$ cat src/design/brf_pkg.sv
// ----------------------------------------------------------------------------
// brf_pkg
// Shared types and constants for the byte ring FIFO with all-or-nothing bursts.
// ----------------------------------------------------------------------------
package brf_pkg;

    // Default number of byte entries
    localparam int DEPTH_DEF = 64;

    // Fixed field widths
    localparam int ACT_W  = 2;
    localparam int DATA_W = 8;
    localparam int LEN_W  = 7;

    // Action codes
    localparam logic [ACT_W-1:0] ACT_WRITE = 2'd0;
    localparam logic [ACT_W-1:0] ACT_READ  = 2'd1;
    localparam logic [ACT_W-1:0] ACT_CLEAR = 2'd2;

    // One result waiting to be sent (read byte comes from the RAM)
    typedef struct packed {
        logic             is_data;
        logic [LEN_W-1:0] count;
        logic             last;
        logic [LEN_W-1:0] fill;
    } result_t;

endpackage

$ cat src/design/brf_ram.sv
// ----------------------------------------------------------------------------
// brf_ram
// Generic single-clock RAM: one write port, one read port, registered read.
// Read data holds its value while no read is issued.
// ----------------------------------------------------------------------------
module brf_ram #(
    parameter int WIDTH = 8,
    parameter int DEPTH = 64
) (
    input  logic                     clk,
    input  logic                     wr_en,
    input  logic [$clog2(DEPTH)-1:0] wr_addr,
    input  logic [WIDTH-1:0]         wr_data,
    input  logic                     rd_en,
    input  logic [$clog2(DEPTH)-1:0] rd_addr,
    output logic [WIDTH-1:0]         rd_data
);

    logic [WIDTH-1:0] mem [DEPTH];
    logic [WIDTH-1:0] rd_data_reg;

    // Write port
    always_ff @(posedge clk)
    begin
        if (wr_en)
        begin
            mem[wr_addr] <= wr_data;
        end
    end

    // Registered read port
    always_ff @(posedge clk)
    begin
        if (rd_en)
        begin
            rd_data_reg <= mem[rd_addr];
        end
    end

    assign rd_data = rd_data_reg;

endmodule

$ cat src/design/byte_ring_fifo_burst_top.sv
// ----------------------------------------------------------------------------
// byte_ring_fifo_burst_top
// Circular byte FIFO with all-or-nothing write bursts, read requests of N
// bytes and a clear action. Bytes live in one registered-read RAM.
// ----------------------------------------------------------------------------
//
//   channel | handshake            | payload
//   --------+----------------------+---------------------------------------------
//   input   | in_valid / in_stall  | action, data_byte, first_of_burst, burst_len
//   output  | out_valid / out_stall| data_out, count, is_read_data, last,
//           |                      | fill_level
//
// Write bytes, clears and rejected requests each complete in one input transfer.
// An accepted read of N bytes issues N RAM reads via the single read port, one
// per cycle while the pending stage is free; next input waits for the last one.
// One pending stage sits behind the output register, so one result may wait
// on a stalled output while the next input transfer is taken.
// Reset (async, rst_n low) clears pointers, fill level and burst state;
// the byte RAM is not cleared and needs no clearing pass.
// ----------------------------------------------------------------------------
module byte_ring_fifo_burst_top #(
    parameter int DEPTH = brf_pkg::DEPTH_DEF
) (
    input  logic                       clk,
    input  logic                       rst_n,
    // input channel
    input  logic                       in_valid,
    output logic                       in_stall,
    input  logic [brf_pkg::ACT_W-1:0]  action,
    input  logic [brf_pkg::DATA_W-1:0] data_byte,
    input  logic                       first_of_burst,
    input  logic [brf_pkg::LEN_W-1:0]  burst_len,
    // output channel
    output logic                       out_valid,
    input  logic                       out_stall,
    output logic [brf_pkg::DATA_W-1:0] data_out,
    output logic [brf_pkg::LEN_W-1:0]  count,
    output logic                       is_read_data,
    output logic                       last,
    output logic [brf_pkg::LEN_W-1:0]  fill_level
);

    localparam int PTR_W  = $clog2(DEPTH);
    localparam int FILL_W = $clog2(DEPTH + 1);
    localparam int LEN_W  = brf_pkg::LEN_W;
    localparam int DATA_W = brf_pkg::DATA_W;

    localparam logic ST_IDLE = 1'b0;
    localparam logic ST_READ = 1'b1;

    localparam logic [PTR_W-1:0]  PTR_LAST   = PTR_W'(DEPTH - 1);
    localparam logic [FILL_W-1:0] FILL_FULL  = FILL_W'(DEPTH);
    localparam logic [LEN_W-1:0]  DEPTH_LEN  = LEN_W'(DEPTH);
    localparam logic [LEN_W-1:0]  LEN_ONE    = LEN_W'(1);

    // Control state
    logic                  st_reg,        st_next;
    logic [PTR_W-1:0]      rd_ptr_reg,    rd_ptr_next;
    logic [PTR_W-1:0]      wr_ptr_reg,    wr_ptr_next;
    logic [FILL_W-1:0]     fill_reg,      fill_next;
    logic [LEN_W-1:0]      rem_reg,       rem_next;
    logic                  drop_reg,      drop_next;
    logic [LEN_W-1:0]      total_reg,     total_next;
    logic [LEN_W-1:0]      left_reg,      left_next;
    logic [LEN_W-1:0]      rlen_reg,      rlen_next;

    // Pending stage and output register
    logic                  p_vld_reg,     p_vld_next;
    brf_pkg::result_t      p_res_reg,     p_res_next;
    logic                  o_vld_reg,     o_vld_next;
    brf_pkg::result_t      o_res_reg,     o_res_next;
    logic [DATA_W-1:0]     o_data_reg,    o_data_next;

    // RAM port signals
    logic                  ram_wr_en;
    logic                  ram_rd_en;
    logic [DATA_W-1:0]     ram_rd_data;

    logic                  p_move;
    logic                  p_free;
    logic                  in_acc;
    logic                  out_acc;

    // Burst working values for a write byte
    logic                  wr_live;
    logic [LEN_W-1:0]      eff_rem;
    logic                  eff_drop;
    logic [LEN_W-1:0]      eff_total;
    logic [LEN_W-1:0]      free_len;
    logic [LEN_W-1:0]      fill_len;

    brf_ram #(
        .WIDTH (DATA_W),
        .DEPTH (DEPTH)
    ) u_store (
        .clk     (clk),
        .wr_en   (ram_wr_en),
        .wr_addr (wr_ptr_reg),
        .wr_data (data_byte),
        .rd_en   (ram_rd_en),
        .rd_addr (rd_ptr_reg),
        .rd_data (ram_rd_data)
    );

    // Handshake
    assign out_acc  = o_vld_reg && !out_stall;
    assign p_move   = p_vld_reg && (!o_vld_reg || !out_stall);
    assign p_free   = !p_vld_reg || p_move;
    assign in_stall = (st_reg != ST_IDLE) || !p_free;
    assign in_acc   = in_valid && !in_stall;

    assign fill_len = LEN_W'(fill_reg);
    assign free_len = DEPTH_LEN - fill_len;

    // Burst bookkeeping for the current write byte
    always_comb
    begin
        wr_live   = first_of_burst || (rem_reg != '0);
        eff_rem   = first_of_burst ? burst_len : rem_reg;
        eff_drop  = first_of_burst ? (burst_len > free_len) : drop_reg;
        eff_total = first_of_burst ? burst_len : total_reg;
    end

    // Main sequencer
    always_comb
    begin
        st_next     = st_reg;
        rd_ptr_next = rd_ptr_reg;
        wr_ptr_next = wr_ptr_reg;
        fill_next   = fill_reg;
        rem_next    = rem_reg;
        drop_next   = drop_reg;
        total_next  = total_reg;
        left_next   = left_reg;
        rlen_next   = rlen_reg;
        p_vld_next  = p_vld_reg && !p_move;
        p_res_next  = p_res_reg;
        ram_wr_en   = 1'b0;
        ram_rd_en   = 1'b0;

        unique case (st_reg)
            ST_IDLE:
            begin
                if (in_acc)
                begin
                    unique case (action)
                        brf_pkg::ACT_WRITE:
                        begin
                            if (first_of_burst && (burst_len == '0))
                            begin
                                // zero-length burst: drop and report
                                rem_next   = '0;
                                drop_next  = 1'b0;
                                total_next = '0;
                                p_vld_next = 1'b1;
                                p_res_next = '{is_data: 1'b0, count: '0, last: 1'b1,
                                               fill: fill_len};
                            end
                            else if (wr_live)
                            begin
                                logic [FILL_W-1:0] f;
                                f = fill_reg;
                                if (!eff_drop && (fill_reg != FILL_FULL))
                                begin
                                    ram_wr_en   = 1'b1;
                                    wr_ptr_next = (wr_ptr_reg == PTR_LAST) ? '0
                                                  : wr_ptr_reg + 1'b1;
                                    f           = fill_reg + 1'b1;
                                end
                                fill_next = f;
                                rem_next  = eff_rem - 1'b1;
                                if (eff_rem == LEN_ONE)
                                begin
                                    // end of burst
                                    drop_next  = 1'b0;
                                    total_next = '0;
                                    p_vld_next = 1'b1;
                                    p_res_next = '{is_data: 1'b0,
                                                   count: eff_drop ? '0 : eff_total,
                                                   last: 1'b1, fill: LEN_W'(f)};
                                end
                                else
                                begin
                                    drop_next  = eff_drop;
                                    total_next = eff_total;
                                end
                            end
                        end
                        brf_pkg::ACT_READ:
                        begin
                            if ((burst_len == '0) || (burst_len > fill_len))
                            begin
                                p_vld_next = 1'b1;
                                p_res_next = '{is_data: 1'b0, count: '0, last: 1'b1,
                                               fill: fill_len};
                            end
                            else
                            begin
                                // first byte read issues now
                                fill_next   = fill_reg - FILL_W'(burst_len);
                                ram_rd_en   = 1'b1;
                                rd_ptr_next = (rd_ptr_reg == PTR_LAST) ? '0
                                              : rd_ptr_reg + 1'b1;
                                rlen_next   = burst_len;
                                left_next   = burst_len - 1'b1;
                                st_next     = (burst_len == LEN_ONE) ? ST_IDLE : ST_READ;
                                p_vld_next  = 1'b1;
                                p_res_next  = '{is_data: 1'b1, count: burst_len,
                                                last: (burst_len == LEN_ONE),
                                                fill: fill_len - burst_len};
                            end
                        end
                        brf_pkg::ACT_CLEAR:
                        begin
                            rd_ptr_next = '0;
                            wr_ptr_next = '0;
                            fill_next   = '0;
                            rem_next    = '0;
                            drop_next   = 1'b0;
                            total_next  = '0;
                            p_vld_next  = 1'b1;
                            p_res_next  = '{is_data: 1'b0, count: '0, last: 1'b1,
                                            fill: '0};
                        end
                        default:
                        begin
                            // unused action: no effect
                        end
                    endcase
                end
            end
            ST_READ:
            begin
                // one RAM read per cycle while the pending stage frees up
                if (p_free)
                begin
                    ram_rd_en   = 1'b1;
                    rd_ptr_next = (rd_ptr_reg == PTR_LAST) ? '0 : rd_ptr_reg + 1'b1;
                    left_next   = left_reg - 1'b1;
                    p_vld_next  = 1'b1;
                    p_res_next  = '{is_data: 1'b1, count: rlen_reg,
                                    last: (left_reg == LEN_ONE), fill: fill_len};
                    if (left_reg == LEN_ONE)
                    begin
                        st_next = ST_IDLE;
                    end
                end
            end
            default:
            begin
                st_next = ST_IDLE;
            end
        endcase
    end

    // Output register load
    always_comb
    begin
        o_vld_next  = o_vld_reg && !out_acc;
        o_res_next  = o_res_reg;
        o_data_next = o_data_reg;
        if (p_move)
        begin
            o_vld_next  = 1'b1;
            o_res_next  = p_res_reg;
            o_data_next = p_res_reg.is_data ? ram_rd_data : '0;
        end
    end

    // Control registers
    always_ff @(posedge clk or negedge rst_n)
    begin
        if (!rst_n)
        begin
            st_reg     <= ST_IDLE;
            rd_ptr_reg <= '0;
            wr_ptr_reg <= '0;
            fill_reg   <= '0;
            rem_reg    <= '0;
            drop_reg   <= 1'b0;
            total_reg  <= '0;
            left_reg   <= '0;
            p_vld_reg  <= 1'b0;
            o_vld_reg  <= 1'b0;
        end
        else
        begin
            st_reg     <= st_next;
            rd_ptr_reg <= rd_ptr_next;
            wr_ptr_reg <= wr_ptr_next;
            fill_reg   <= fill_next;
            rem_reg    <= rem_next;
            drop_reg   <= drop_next;
            total_reg  <= total_next;
            left_reg   <= left_next;
            p_vld_reg  <= p_vld_next;
            o_vld_reg  <= o_vld_next;
        end
    end

    // Payload registers
    always_ff @(posedge clk)
    begin
        rlen_reg   <= rlen_next;
        p_res_reg  <= p_res_next;
        o_res_reg  <= o_res_next;
        o_data_reg <= o_data_next;
    end

    assign out_valid    = o_vld_reg;
    assign data_out     = o_data_reg;
    assign count        = o_res_reg.count;
    assign is_read_data = o_res_reg.is_data;
    assign last         = o_res_reg.last;
    assign fill_level   = o_res_reg.fill;

    // Checks
    a_fill_bound: assert property (@(posedge clk) disable iff (!rst_n)
        fill_reg <= FILL_FULL)
        else $error("fill level above capacity");

    a_read_left: assert property (@(posedge clk) disable iff (!rst_n)
        (st_reg == ST_READ) |-> (left_reg != '0))
        else $error("read sequencer active with nothing left");

    a_rd_hold: assert property (@(posedge clk) disable iff (!rst_n)
        (p_vld_reg && p_res_reg.is_data && !p_move) |=> $stable(ram_rd_data))
        else $error("read data changed under a waiting result");

    a_no_overfill: assert property (@(posedge clk) disable iff (!rst_n)
        ram_wr_en |-> (fill_reg != FILL_FULL) && !ram_rd_en)
        else $error("byte stored into a full FIFO or alongside a read");

endmodule
$ cat config.mk
export PLATFORM = sky130hd
export DESIGN_NAME = byte_ring_fifo_burst_top
export DESIGN_NICKNAME = d
export VERILOG_FILES = /design/src/design/brf_pkg.sv /design/src/design/brf_ram.sv /design/src/design/byte_ring_fifo_burst_top.sv
export SDC_FILE = /design/constraint.sdc
export NUM_CORES = 1
export LEC_CHECK = 0
export BUFFER_PORTS_ARGS = -buffer_cell sky130_fd_sc_hd__buf_2
export CORE_UTILIZATION = 39
export CTS_CLUSTER_DIAMETER = 200
export CTS_CLUSTER_SIZE = 40
export DETAILED_ROUTE_END_ITERATION = 7
export GPL_ROUTABILITY_DRIVEN = 0
export HOLD_SLACK_MARGIN = 0.1
export PLACE_DENSITY = 0.52
export SKIP_LAST_GASP = 1
export SYNTH_ARGS = -nofsm -noshare
export SYNTH_HDL_FRONTEND = slang
export SYNTH_HIERARCHICAL = 1
export SYNTH_SLANG_ARGS = --single-unit
$ cat constraint.sdc
create_clock -name clk -period 7.1 [get_ports clk]
set_input_delay 1.065 -clock clk [delete_from_list [all_inputs] [get_ports clk]]
set_output_delay 1.065 -clock clk [all_outputs]
set_load 0.02 [all_outputs]
==> flow_metrics.env <==
export IMPL_initial_core_util=0.3976
export IMPL_largest_reg_flops=512
export IMPL_finalWirelength_microns=62860
export IMPL_async_flop_share=0.07201
export IMPL_drv_cap=0
export IMPL_rsz0062_at_grt="false"
export IMPL_die_w_microns=259.0
export IMPL_met2WireLength_microns=28820
export IMPL_fin_setup_tns_ns=0
export IMPL_area_delta_synth_final_pct=5.880
export IMPL_core_area_sq_mm=0.06481
export IMPL_layout_common_cells="edfxtp_1 (567), mux4_2 (119), nor2_1 (107), nand2_1 (74), buf_2 (44)"
export IMPL_synth_edf_count=567
export IMPL_ys_seq_elements=611
export IMPL_status="finished, final reports clean"
export IMPL_vias=13754
export IMPL_cts_setup_buffers=0
export IMPL_worstHoldStart="p_res_reg[7]"
export IMPL_power_density_mw_per_mm2=324.2
export IMPL_grt_ovfl_total=0
export IMPL_finalNetCount=1564
export IMPL_insertion_delay_ns=0.59
export IMPL_fin_crit_sh=0.7348
export IMPL_numPortBuffers=47
export IMPL_crit_type="flop to flop"
export IMPL_ctsResizeCount=0
export IMPL_cts_sinks=611
export IMPL_num_antenna_cells=0
export IMPL_r2r_slack_ns=1.88
export IMPL_clock_root_buffer="clkbuf_16"
export IMPL_grt_max_degree=79
export IMPL_antenna_found_initial=0
export IMPL_slew_headroom=0.2180
export IMPL_fin_skew_ns=0.06647
export IMPL_cp_end_kind="flop"
export IMPL_timing_rr_end="u_store/mem[57][1]"
export IMPL_hp_class="flop to flop"
export IMPL_cts_buffers=19
export IMPL_ys_seq_area_frac=0.7035
export IMPL_synth_cell_types=78
export IMPL_detail_route_vias_per_cell=5.779
export IMPL_wl_met3_microns=3129
export IMPL_synth_top_area_frac=0.6608
export IMPL_wl_met1_microns=29920
export IMPL_maxSlewViolCount=0
export IMPL_power_leakage_nw=8.554
export IMPL_ff2ff_path_depth=13
export IMPL_drt_iter0_markers=1434
export IMPL_drive_above_1_share=0.1541
export IMPL_syn_area_sq_mm=0.02577
export IMPL_avgSynthCellArea_sq_um=17.03
export IMPL_whs_path_depth=0
export IMPL_path_clk_slew_ns=0.16
export IMPL_die_height_microns=259.0
export IMPL_final_common_cell="edfxtp_1"
export IMPL_required_ns=7.30
export IMPL_fmax_ghz=0.1917
export IMPL_grt_pass1_vias=13358
export IMPL_crit_reg2reg_launch="fill_len[0]"
export IMPL_grt_use_total=0.1878
export IMPL_antenna_left=0
export IMPL_postCtsHoldBufs=0
export IMPL_hpwl_microns=40380
export IMPL_cts_tree="built"
export IMPL_setup_viol=0
export IMPL_arrival_ns=5.42
export IMPL_ys_warn_count=6
export IMPL_drt_pass1_iter_count=5
export IMPL_ir_worst_vdd_uv=207.6
export IMPL_cts_buffer_depth=3
export IMPL_wl_per_cell_microns=26.41
export IMPL_critPathLaunchType="flop"
export IMPL_synthCells=1513
export IMPL_drc=0
export IMPL_tightest_slew_ns=1.164
export IMPL_io_pins=48
export IMPL_top_layer="met4"
export IMPL_synth_main_ff_cell="edfxtp_1"
export IMPL_dieArea_sq_mm=0.06710
export IMPL_nFillCells=5728
export IMPL_finalHoldViolations=0
export IMPL_cp_max_fo=10
export IMPL_syn_nets=1564
export IMPL_grt_first_pass_wirelength_microns=93510
export IMPL_synth_top_area_cell="edfxtp_1"
export IMPL_period_needed_ns=5.217
export IMPL_rows=93
export IMPL_ctsHtreeMaxLevel=1
export IMPL_whs_endpoint="last"
export IMPL_yosys_top_cells_area="edfxtp_1 (66%), mux4_2 (10%), dfrtp_1 (4.3%)"
export IMPL_fin_total_pwr_w=0.008845
-- layout make-up --
class / count / area [sq um] / share of cell area
multi-input cells: 791 / 7046 / 0.2582
clock inverters: 1 / 30.03 / 0.001101
flip-flops and latches: 611 / 18140 / 0.6648
repair buffers: 63 / 375.4 / 0.01376
clock buffers: 32 / 524.3 / 0.01922
inverters: 27 / 101.3 / 0.003715
well taps: 855 / 1070 / 0.03921
-- worst max-delay path, cell delays in order (launching register included) --
cell      delay (ns)
dfrtp_1         0.53
inv_1           0.19
ha_1            0.23
nand2_1         0.09
or3_1           0.32
xor2_1          0.25
ha_1            0.32
a21oi_1         0.16
o221ai_1        0.14
o21ai_1         0.19
nand2_1         0.11
nor2_1          0.70
nand4_1         0.53
nor3_1          1.04
-- power breakdown --
group	total, W	switching [W]	internal, W	leakage (nW)
combinational	0.00281	0.00162	0.00119	2.63
clock	0.00155	0.00103	0.000526	0.261
sequential	0.00449	0.000325	0.00416	5.66
-- stage by stage --
stage	utilization	setup WS (ns)	hold WS, ns	area (sq um)	std cells
3_5_place_dp	0.4124	1.980	0.4072	26730	2347
3_3_place_gp	0.4124	2.144	0.4035	26730	2347
4_1_cts	0.4209	1.930	0.4313	27280	2380
2_1_floorplan	-	2.580	0.4003	25770	1513
5_1_grt	0.4209	1.572	0.4480	27280	2380
6_report	0.4209	1.883	0.4220	27280	2380
-- metal layers --
| layer | vias up | track usage |
|---|---|---|
| met5 | - | 0 |
| met4 | 0 | 0.03353 |
| met3 | 46 | 0.02070 |
| met2 | 429 | 0.2891 |
| met1 | 7252 | 0.2896 |
| li1 | 6027 | - |
-- cells by family after synthesis --
| family | Yosys count | synth area share |
|---|---|---|
| muxes | 172 | 0.1252 |
| AOI/OAI and AO/OA | 221 | 0.06094 |
| adders and majority gates | 29 | 0.01437 |
| buffers and inverters | 111 | 0.02321 |
| DFF | 611 | 0.7035 |
| xor gates and xnor gates | 19 | 0.006458 |
| and+or+nand+nor | 350 | 0.06628 |
-- cells in the mapped netlist (all sizes together) (15+ instances only) --
library cell	number
a21oi	32
edfxtp	567
clkbuf	44
inv	26
o22ai	19
nand2	74
nor3	35
dfrtp	44
mux4	119
ha	28
buf	40
mux2i	40
nand2b	15
a22oi	28
o21ai	42
a31oi	15
nor2	108
nand3	42
-- worst max-delay path by stage --
stage / start / endpoint / slack, ns / cells after the start
floorplan: fill_len[0] / u_store/mem[36][0] / 2.58 / 17
global placement: fill_len[0] / u_store/mem[57][0] / 2.14 / 13
detailed placement: fill_len[0] / u_store/mem[37][2] / 1.98 / 14
CTS: fill_len[0] / u_store/mem[36][4] / 1.93 / 14
global route: fill_len[0] / u_store/mem[44][3] / 1.57 / 15
finish: fill_len[0] / u_store/mem[57][1] / 1.88 / 13
Note: power is estimated with default switching activity, not from simulation.
